<file path="src/hw/rtl/ffa_pkg.sv">
`default_nettype none
// ----------------------------------------------------------------------------
// ffa_pkg
// Shared types for the first-fit free range allocator: result codes,
// sequencer states and the flags of the fit unit.
// ----------------------------------------------------------------------------
package ffa_pkg;

	// result codes carried in the output tuser
	typedef enum logic [1:0] {
		STATUS_OK        = 2'd0,
		STATUS_BAD_RANGE = 2'd1,
		STATUS_FULL      = 2'd2,
		STATUS_NO_FIT    = 2'd3
	} status_t;

	// sequencer states, one-hot
	typedef enum logic [3:0] {
		S_IDLE   = 4'b0001,
		S_SCAN   = 4'b0010,
		S_SHIFT  = 4'b0100,
		S_FINISH = 4'b1000
	} state_t;

	// outcome of one range compare
	typedef struct packed {
		logic fit;
		logic exact;
	} fit_flags_t;

endpackage : ffa_pkg
`default_nettype wire

</file>
<file path="src/hw/rtl/ffa_fit.sv">
`default_nettype none
// ----------------------------------------------------------------------------
// ffa_fit
// Shared compare unit: length of one stored range against the requested
// size, plus the new start of the range after the allocation.
// ----------------------------------------------------------------------------
module ffa_fit import ffa_pkg::*; #(
	parameter int ADDR_BITS = 22
) (
	input  wire logic [ADDR_BITS-1:0] range_start,
	input  wire logic [ADDR_BITS-1:0] range_end,
	input  wire logic [ADDR_BITS-1:0] request_size,
	output fit_flags_t                flags,
	output logic      [ADDR_BITS-1:0] next_start
);

	logic [ADDR_BITS-1:0] len;

	// range length, empty when the end does not lie above the start
	assign len = (range_end > range_start) ? (range_end - range_start) : '0;

	assign flags.fit   = (request_size <= len);
	assign flags.exact = (request_size == len);

	// start after taking the low part, wrapped to the address width
	assign next_start = range_start + request_size;

endmodule : ffa_fit
`default_nettype wire

</file>
<file path="src/hw/rtl/first_fit_free_range_allocator_top.sv">
`default_nettype none
// ----------------------------------------------------------------------------
// first_fit_free_range_allocator_top
// First-fit allocator over a table of free address ranges.
// ----------------------------------------------------------------------------
// Each input transfer either frees a range [start, end) or requests an
// allocation, and produces exactly one output transfer with a status code
// and, on a successful allocation, the allocated [start, end). Ranges are
// held in a single-port-write memory in order of arrival; the newest range
// is searched first. One item is worked on at a time and s_tready is low
// while it runs. An allocation reads one entry per cycle through the
// shared compare unit until a range fits or all N entries held have been
// read, and an exact fit that removes an entry below the newest then moves
// each newer entry down one place. A finished result sits in the output
// register while the next item may already be accepted.
// ----------------------------------------------------------------------------
module first_fit_free_range_allocator_top import ffa_pkg::*; #(
	parameter int TABLE_ENTRIES = 16,
	parameter int ADDR_BITS     = 22,
	localparam int IN_TD_W  = ((3 * ADDR_BITS + 7) / 8) * 8,
	localparam int OUT_TD_W = ((2 * ADDR_BITS + 7) / 8) * 8
) (
	input  wire logic                clk,
	input  wire logic                arst_n,
	input  wire logic                s_tvalid,
	output logic                     s_tready,
	// range_start, range_end, request_size, zero fill
	input  wire logic [IN_TD_W-1:0]  s_tdata,
	// func
	input  wire logic                s_tuser,
	output logic                     m_tvalid,
	input  wire logic                m_tready,
	// alloc_start, alloc_end, zero fill
	output logic      [OUT_TD_W-1:0] m_tdata,
	// status
	output logic      [1:0]          m_tuser
);

	localparam int IDX_W = $clog2(TABLE_ENTRIES);
	localparam int CNT_W = $clog2(TABLE_ENTRIES + 1);
	localparam int ENT_W = 2 * ADDR_BITS;

	state_t               state_q;
	logic [CNT_W-1:0]     count_q;
	logic [IDX_W-1:0]     ptr_q;
	logic [CNT_W-1:0]     rem_q;
	logic [IDX_W-1:0]     dptr_q;
	logic                 dvld_q;
	logic [ADDR_BITS-1:0] size_q;
	status_t              res_status_q;
	logic [ADDR_BITS-1:0] res_start_q;
	logic [ADDR_BITS-1:0] res_end_q;
	logic                 m_tvalid_q;
	status_t              m_status_q;
	logic [ADDR_BITS-1:0] m_start_q;
	logic [ADDR_BITS-1:0] m_end_q;

	logic [ENT_W-1:0]     mem_q [TABLE_ENTRIES];
	logic [ENT_W-1:0]     rd_data_q;
	logic                 rd_en;
	logic                 wr_en;
	logic [IDX_W-1:0]     wr_addr;
	logic [ENT_W-1:0]     wr_data;

	logic                 accept;
	logic                 issue;
	logic [ADDR_BITS-1:0] in_start;
	logic [ADDR_BITS-1:0] in_end;
	logic [ADDR_BITS-1:0] in_size;
	logic                 in_bad;
	logic                 tbl_full;
	logic [ADDR_BITS-1:0] ent_start;
	logic [ADDR_BITS-1:0] ent_end;
	logic [ADDR_BITS-1:0] next_start;
	fit_flags_t           flags;
	logic [IDX_W-1:0]     last_idx;

	// input unpacking
	assign in_start = s_tdata[ADDR_BITS-1:0];
	assign in_end   = s_tdata[2*ADDR_BITS-1:ADDR_BITS];
	assign in_size  = s_tdata[3*ADDR_BITS-1:2*ADDR_BITS];

	assign s_tready = (state_q == S_IDLE);
	assign accept   = s_tvalid && s_tready;
	assign in_bad   = (in_start >= in_end);
	assign tbl_full = (count_q == CNT_W'(TABLE_ENTRIES));
	assign last_idx = IDX_W'(count_q - CNT_W'(1));

	// one table read per cycle while scanning or moving entries
	assign issue = ((state_q == S_SCAN) || (state_q == S_SHIFT)) && (rem_q != '0);
	assign rd_en = issue;

	assign ent_start = rd_data_q[ADDR_BITS-1:0];
	assign ent_end   = rd_data_q[ENT_W-1:ADDR_BITS];

	// shared compare unit
	ffa_fit #(
		.ADDR_BITS(ADDR_BITS)
	) u_fit (
		.range_start (ent_start),
		.range_end   (ent_end),
		.request_size(size_q),
		.flags       (flags),
		.next_start  (next_start)
	);

	// table write port select
	always_comb begin
		wr_en   = 1'b0;
		wr_addr = dptr_q;
		wr_data = rd_data_q;
		priority if (accept && !s_tuser && !in_bad && !tbl_full) begin
			wr_en   = 1'b1;
			wr_addr = count_q[IDX_W-1:0];
			wr_data = {in_end, in_start};
		end else if ((state_q == S_SCAN) && dvld_q && flags.fit && !flags.exact) begin
			wr_en   = 1'b1;
			wr_addr = dptr_q;
			wr_data = {ent_end, next_start};
		end else if ((state_q == S_SHIFT) && dvld_q) begin
			wr_en   = 1'b1;
			wr_addr = IDX_W'(dptr_q - 1'b1);
			wr_data = rd_data_q;
		end else begin
			wr_en = 1'b0;
		end
	end

	// range table, newest entry at the highest used address
	always_ff @(posedge clk) begin
		if (wr_en) begin
			mem_q[wr_addr] <= wr_data;
		end
		if (rd_en) begin
			rd_data_q <= mem_q[ptr_q];
		end
	end

	// sequencer
	always_ff @(posedge clk or negedge arst_n) begin
		if (!arst_n) begin
			state_q      <= S_IDLE;
			count_q      <= '0;
			ptr_q        <= '0;
			rem_q        <= '0;
			dptr_q       <= '0;
			dvld_q       <= 1'b0;
			size_q       <= '0;
			res_status_q <= STATUS_OK;
			res_start_q  <= '0;
			res_end_q    <= '0;
		end else begin
			unique case (state_q)
				S_IDLE: begin
					dvld_q <= 1'b0;
					if (accept) begin
						res_start_q <= '0;
						res_end_q   <= '0;
						size_q      <= in_size;
						if (!s_tuser) begin
							state_q <= S_FINISH;
							if (in_bad) begin
								res_status_q <= STATUS_BAD_RANGE;
							end else if (tbl_full) begin
								res_status_q <= STATUS_FULL;
							end else begin
								res_status_q <= STATUS_OK;
								count_q      <= count_q + 1'b1;
							end
						end else if (count_q == '0) begin
							res_status_q <= STATUS_NO_FIT;
							state_q      <= S_FINISH;
						end else begin
							ptr_q   <= last_idx;
							rem_q   <= count_q;
							state_q <= S_SCAN;
						end
					end
				end
				S_SCAN: begin
					if (issue) begin
						ptr_q  <= ptr_q - 1'b1;
						rem_q  <= rem_q - 1'b1;
						dptr_q <= ptr_q;
						dvld_q <= 1'b1;
					end else begin
						dvld_q <= 1'b0;
					end
					// compare the entry read last cycle
					if (dvld_q) begin
						if (flags.fit) begin
							res_status_q <= STATUS_OK;
							res_start_q  <= ent_start;
							res_end_q    <= next_start;
							if (!flags.exact) begin
								state_q <= S_FINISH;
							end else if (dptr_q == last_idx) begin
								count_q <= count_q - 1'b1;
								state_q <= S_FINISH;
							end else begin
								// close the gap: newer entries move down one place
								ptr_q   <= IDX_W'(dptr_q + 1'b1);
								rem_q   <= count_q - CNT_W'(dptr_q) - CNT_W'(1);
								dvld_q  <= 1'b0;
								state_q <= S_SHIFT;
							end
						end else if (rem_q == '0) begin
							res_status_q <= STATUS_NO_FIT;
							res_start_q  <= '0;
							res_end_q    <= '0;
							state_q      <= S_FINISH;
						end
					end
				end
				S_SHIFT: begin
					if (issue) begin
						ptr_q  <= ptr_q + 1'b1;
						rem_q  <= rem_q - 1'b1;
						dptr_q <= ptr_q;
						dvld_q <= 1'b1;
					end else begin
						dvld_q <= 1'b0;
					end
					if (!issue && !dvld_q) begin
						count_q <= count_q - 1'b1;
						state_q <= S_FINISH;
					end
				end
				S_FINISH: begin
					dvld_q <= 1'b0;
					if (!m_tvalid_q || m_tready) begin
						state_q <= S_IDLE;
					end
				end
				default: begin
					state_q <= S_IDLE;
				end
			endcase
		end
	end

	// output register
	always_ff @(posedge clk or negedge arst_n) begin
		if (!arst_n) begin
			m_tvalid_q <= 1'b0;
			m_status_q <= STATUS_OK;
			m_start_q  <= '0;
			m_end_q    <= '0;
		end else begin
			if ((state_q == S_FINISH) && (!m_tvalid_q || m_tready)) begin
				m_tvalid_q <= 1'b1;
				m_status_q <= res_status_q;
				m_start_q  <= res_start_q;
				m_end_q    <= res_end_q;
			end else if (m_tready) begin
				m_tvalid_q <= 1'b0;
			end
		end
	end

	assign m_tvalid = m_tvalid_q;
	assign m_tdata  = OUT_TD_W'({m_end_q, m_start_q});
	assign m_tuser  = m_status_q;

endmodule : first_fit_free_range_allocator_top
`default_nettype wire

</file>
<file path="config.mk">
export PLATFORM = sky130hd
export DESIGN_NAME = first_fit_free_range_allocator_top
export DESIGN_NICKNAME = d
export VERILOG_FILES = /design/src/hw/rtl/ffa_pkg.sv /design/src/hw/rtl/ffa_fit.sv /design/src/hw/rtl/first_fit_free_range_allocator_top.sv
export SDC_FILE = /design/constraint.sdc
export NUM_CORES = 1
export LEC_CHECK = 0
export ABC_CLOCK_PERIOD_IN_PS = 14500
export BUFFER_PORTS_ARGS = -buffer_cell sky130_fd_sc_hd__buf_2
export CORE_ASPECT_RATIO = 1.4
export CORE_MARGIN = 1.5
export CORE_UTILIZATION = 45
export DETAILED_ROUTE_END_ITERATION = 10
export GPL_TIMING_DRIVEN = 0
export PLACE_DENSITY_LB_ADDON = 0.08
export SLEW_MARGIN = 5
export SYNTH_ARGS = -nofsm -noshare
export SYNTH_HDL_FRONTEND = slang
export SYNTH_HIERARCHICAL = 1
export SYNTH_SLANG_ARGS = --single-unit
</file>
<file path="constraint.sdc">
create_clock -name clk -period 14.5 [get_ports clk]
set_input_delay 2.9 -clock clk [delete_from_list [all_inputs] [get_ports clk]]
set_output_delay 2.9 -clock clk [all_outputs]
set_load 0.02 [all_outputs]
</file>
### Word level (Yosys, flattened, before mapping)

Memory sizes are Yosys's and may differ from the RTL's. A register that Yosys moved wholly into a read port is not among the register bits.
Cells that the tools add are included.

* register bits after elaboration: 138
* bits in writable memories: 704
* bits of input ports: 77
* logic and storage cells: 164
* memories: 1

* add/sub/neg operators: 11
* magnitude comparators: 3
* equality and inequality tests: 22
* muxes and demuxes: 76
* reductions and logical operators: 37

Memory list
* mem_q: depth 16, bits a word 44, read ports 1, clocked after memory_dff 1, wr ports 1, line first_fit_free_range_allocator_top.sv:58 `logic [ENT_W-1:0] mem_q [TABLE_ENTRIES];`

Operator list (count)
* 22-bit two-way mux: 8
* 4-bit two-way mux: 22
* 22-bit case mux with 2 select lines: 2
* 5-bit two-way mux: 17
* 44-bit two-way mux: 1
* 5-bit case mux with 3 select lines: 2
* 22-bit adder: 1
* 22-bit equality test: 1
* 22-bit greater-or-equal comparator: 1
* 22-bit greater-than comparator: 1
* 22-bit less-or-equal comparator: 1
* 22-bit subtractor: 1
* 2-bit inequality test, second input constant: 9
* 2-bit two-way mux: 8
* 4-bit case mux with 4 select lines: 1
* 5-bit AND reduction: 3
* 5-bit by 1-bit subtractor with 5-bit output, second input constant: 3
* 1-bit two-way mux: 12
* 4-bit case mux with 3 select lines: 1
* 1-bit logical AND: 11
* 5-bit zero test: 2
* 10-bit AND reduction: 1
* 4-bit by 1-bit adder with 4-bit output, second input constant: 2
* 2-bit by 1-bit inequality test with 1-bit output, second input constant: 4
* 20 further kinds: 34

### Longest topological paths before layout

* depth after elaboration: 9
* depth in mapped cells: 27

### Hierarchy

Netlist, hierarchy kept.

By module, submodules not included
* first_fit_free_range_allocator_top: times used 1, cells each 2199, area an instance 36035.8 um^2, seq. area each 25916.1 um^2
* ffa_fit: times used 1, cells each 416, area an instance 3059.2 um^2, seq. area each 0.0 um^2

### Least setup slack after synthesis

Ideal clock, no wire load.

* kind: in2reg
* start point: input port s_tdata[25]
* end point: memory mem_q[4][0] (netlist name) (enable)
* library setup time: 567 ps
* arrival: 9021 ps
* slack: 4912 ps
* stages on the path: 9
* cells stage by stage: inv_1 -> ha_1 -> a211o_1 -> a21oi_1 -> o21ai_0 -> a311oi_1 -> nand3_1 -> clkbuf_1 -> o41ai_1

* longest elaborated chain between the ends: 7
* elaborated cells on any way between the ends: 8
* classes of those cells: 1 x order compare; 4 x mux; 3 x reduce/logical

RTL lines
* start: declaration: line first_fit_free_range_allocator_top.sv:28 `input wire logic [IN_TD_W-1:0] s_tdata,`
* 22-bit greater-or-equal comparator *: line first_fit_free_range_allocator_top.sv:85 `assign in_bad = (in_start >= in_end);`
* 1-bit zero test *: line first_fit_free_range_allocator_top.sv:112 `priority if (accept && !s_tuser && !in_bad && !tbl_full) begin`
* 1-bit logical AND * (2 in series): line first_fit_free_range_allocator_top.sv:112
* 1-bit two-way mux: line first_fit_free_range_allocator_top.sv:112
* 1-bit two-way mux: line first_fit_free_range_allocator_top.sv:131 `if (wr_en) begin`
* 1-bit two-way mux (implied by the code): line first_fit_free_range_allocator_top.sv:132 `mem_q[wr_addr] <= wr_data;`
* end: declaration: line first_fit_free_range_allocator_top.sv:58

Every way passes the cells marked *; elsewhere a longest branch is shown, timed or not.

==> impl_metrics.tcl <==
set metrics [dict create \
    slew_headroom_pct 4.72 \
    synth_edf_count 748 \
    swShare_pct 36.1 \
    finalCriticalPeriod_ps 8270 \
    rsz0062_at_grt "false" \
    crit_type "flop to flop" \
    synth.avg_cell_area_um2 15.0 \
    power-per-cell-area_nw_per_um2 189 \
    cpMaxStageDelayCell "a21oi_1" \
    leakage_nw 17.0 \
    drc 0 \
    fin_util_pct 52.9 \
    port_buffers 118 \
    drt-wirelength-per-cell_um 29.1 \
    min_period_over_period_pct 57.0 \
    syn_area_um2 39100 \
    critPathMaxStageDelay_ps 1100 \
    slew_viol_final 0 \
    cap_violations 0 \
    setup_tns_ps 0 \
    worstMarginPinSlew_ps 1430 \
    peakVddDrop_uv 99.4 \
    end_kind "flop" \
    skew_ps 25.3 \
    drt_iter0_drc 2342 \
    core_um2 85800 \
    clockBufferDepth 3 \
    cts_tree "done" \
    root_buffer "clkbuf_16" \
    critPathLaunchType "flop" \
    synthArstFlopShare_pct 15.6 \
    yosysWarnings 6 \
    layout_common_cells "edfxtp_1 (748), nand2_1 (233), o21ai_0 (175), mux2i_1 (157), buf_2 (144)" \
    hp-class "flop to flop" \
    rows 127 \
    synth_seq_cells 886 \
    ys_seq_area_share_pct 66.3 \
    grt_pass1_vias 24700 \
    setup_viol 0 \
    p_clk_share_pct 26.1 \
    synthCells 2615 \
    cts_sinks 886 \
    worst_skew_pair.late_latency_ps 650 \
    synth.largest_area_cell "edfxtp_1" \
    synth_cell_type_count 98 \
    nets 3096 \
    initial_core_util_pct 45.6 \
    ff_latch_area_um2 25900 \
    die_h_um 352 \
    die_area_um2 88700 \
    cts_buffers 87 \
    grt_usage_pct 27.0 \
    pwr-share-comb_pct 36.0 \
    area_delta_synth_final_pct 16.1 \
    hpwl_mm 89.4 \
    final_layout_size_suffix_gt1_share_pct 21.5 \
    grt_antenna_before_repair 1 \
    worstPathCellList "inv_1 -> ha_1 -> nor2b_1 -> o2111ai_1 -> and3_4 -> o31a_1 -> o31ai_4 -> nor3b_2 -> o221ai_1 -> ha_1 -> nand4_1 -> nor4_1 -> a221oi_1 -> o211ai_1 -> nand2b_1 -> nor3b_2 -> nand2_1 -> clkbuf_1 -> mux2i_1 -> a21oi_1" \
    intPower_mw 5.48 \
    clkTransAtPathRegs_ps 60 \
    arrival_ps 8530 \
    multiInputGateArea_um2 12600 \
    fmax_mhz 121 \
    crit_required_ps 14760 \
    vias 24100 \
    wl_mm 119 \
    grt_overflow 0 \
    post_cts_resized 0 \
    synth_top_area_share_pct 57.5 \
    cts_setup_buffers 0 \
    first_pass_iters 5 \
    cts_hold_buffers 0 \
    final.fill_count 7191 \
    gp_congestion 0.886 \
    die_w_um 252 \
    seqPwrFrac_pct 37.9 \
    detail_route.vias_per_cell 5.91 \
    hold_viol_final 0 \
    htree_levels 3 \
    p_sw_mw 3.09 \
    ios 129 \
    ant_nets 0 \
    path_max_fanout 16 \
    final_common_cell "edfxtp_1" \
    synth_area_leaders "edfxtp_1 (57%), dfrtp_1 (8.8%), mux4_2 (5.1%)" \
    grt_max_degree 98 \
    synthFlopType "edfxtp_1" \
    grt_pass1_wl_mm 170 \
    status "complete, no violations" \
]
sequential cells by signal, indices dropped and copies added (netlist names):
signal        count
m_start_q        22
state_q           4
res_status_q      2
dptr_q            4
m_end_q          22
dvld_q            1
size_q           22
mem_q           704
rem_q             5
m_tuser           2
m_tvalid          1
res_end_q        22
rd_data_q        44
count_q           5
ptr_q             4
res_start_q      22
power groups by stage:
stage	clock network [mW]	registers (mW)	logic, mW
floorplan	0	3.30	1.94
global placement	0	3.31	2.97
detailed placement	0	3.30	3.09
CTS	2.27	3.25	3.10
global route	2.37	3.27	3.33
finish	2.24	3.25	3.09
cell usage after synthesis (23+ instances only):
| cell type | number |
|---|---|
| a21o_1 | 45 |
| a21oi_1 | 125 |
| a221oi_1 | 51 |
| a22oi_1 | 47 |
| buf_2 | 24 |
| clkbuf_1 | 94 |
| dfrtp_1 | 137 |
| edfxtp_1 | 748 |
| ha_1 | 99 |
| inv_1 | 70 |
| mux2_2 | 114 |
| mux2i_1 | 157 |
| mux4_2 | 88 |
| nand2_1 | 233 |
| nand3_1 | 23 |
| nor2_1 | 72 |
| o21ai_0 | 196 |
| xnor2_1 | 33 |
cell families (layout without fill, tap and decap cells):
group / Yosys count / after routing / synth area share, %
compound gates: 561 / 561 / 9.16
xor+xnor: 54 / 54 / 1.26
fa+ha+maj: 102 / 102 / 3.32
buf+inv: 209 / 580 / 2.21
flops: 886 / 886 / 66.3
mux: 359 / 359 / 12.4
other cells: 1 / 5 / 0.00959
simple gates: 443 / 443 / 5.37
critical path, delay by kind of cell, from the launching register on:
| family | cells | cell delay (ps) |
|---|---|---|
| fa+ha+maj | 2 | 730 |
| flops | 1 | 600 |
| simple gates | 8 | 2560 |
| buf+inv | 2 | 820 |
| compound gates | 7 | 2830 |
| mux | 1 | 300 |
worst paths after layout:
check / start / to / slack (ps) / depth (start not counted)
worst min-delay path: res_end_q[7]$_DFFE_PN0P_ / res_end_q[7]$_DFFE_PN0P_ / 470 / 2
min in group asynchronous: arst_n / count_q[1]$_DFFE_PN0P_ / 2180 / 1
max in group asynchronous: arst_n / size_q[15]$_DFFE_PN0P_ / 11450 / 2
worst max-delay path: rd_data_q[1]$_DFFE_PP_ / mem_q[3][15]$_DFFE_PP_ / 6230 / 20
worst max register to register: rd_data_q[1]$_DFFE_PP_ / mem_q[3][15]$_DFFE_PP_ / 6230 / 20
worst min register to register: res_end_q[7]$_DFFE_PN0P_ / res_end_q[7]$_DFFE_PN0P_ / 470 / 2
metal layers:
metal  GRT usage [%]  share of wire, %
met5               0                 0
met4            11.5               4.5
met3            3.15               6.0
met2            48.7                51
met1            32.8                38
area by class of cell:
class	instances	area share (%)
Buffer	137	1.31
Clock inverter	50	0.976
Multi-Input combinational cell	1523	27.8
Clock buffer	111	5.19
Antenna cell	1	0.00551
Inverter	72	0.606
Sequential cell	886	57.1
Timing Repair Buffer	210	4.03
Tap cell	1096	3.02
metrics by stage:
| step | hold slack (ps) | std cells | area, um2 | setup WS [ps] | total power [mW] |
|---|---|---|---|---|---|
| after global routing | 512 | 4085 | 45400 | 5990 | 8.96 |
| final | 475 | 4086 | 45400 | 6230 | 8.57 |
| after global placement | 463 | 3832 | 41100 | -3830 | 6.28 |
| after CTS | 483 | 4084 | 45400 | 6070 | 8.62 |
| after floorplan | 446 | 2618 | 39100 | 4910 | 5.24 |
| after detailed placement | 470 | 3923 | 42600 | 6110 | 6.39 |
No activity file was read; power rests on OpenSTA's default activity.
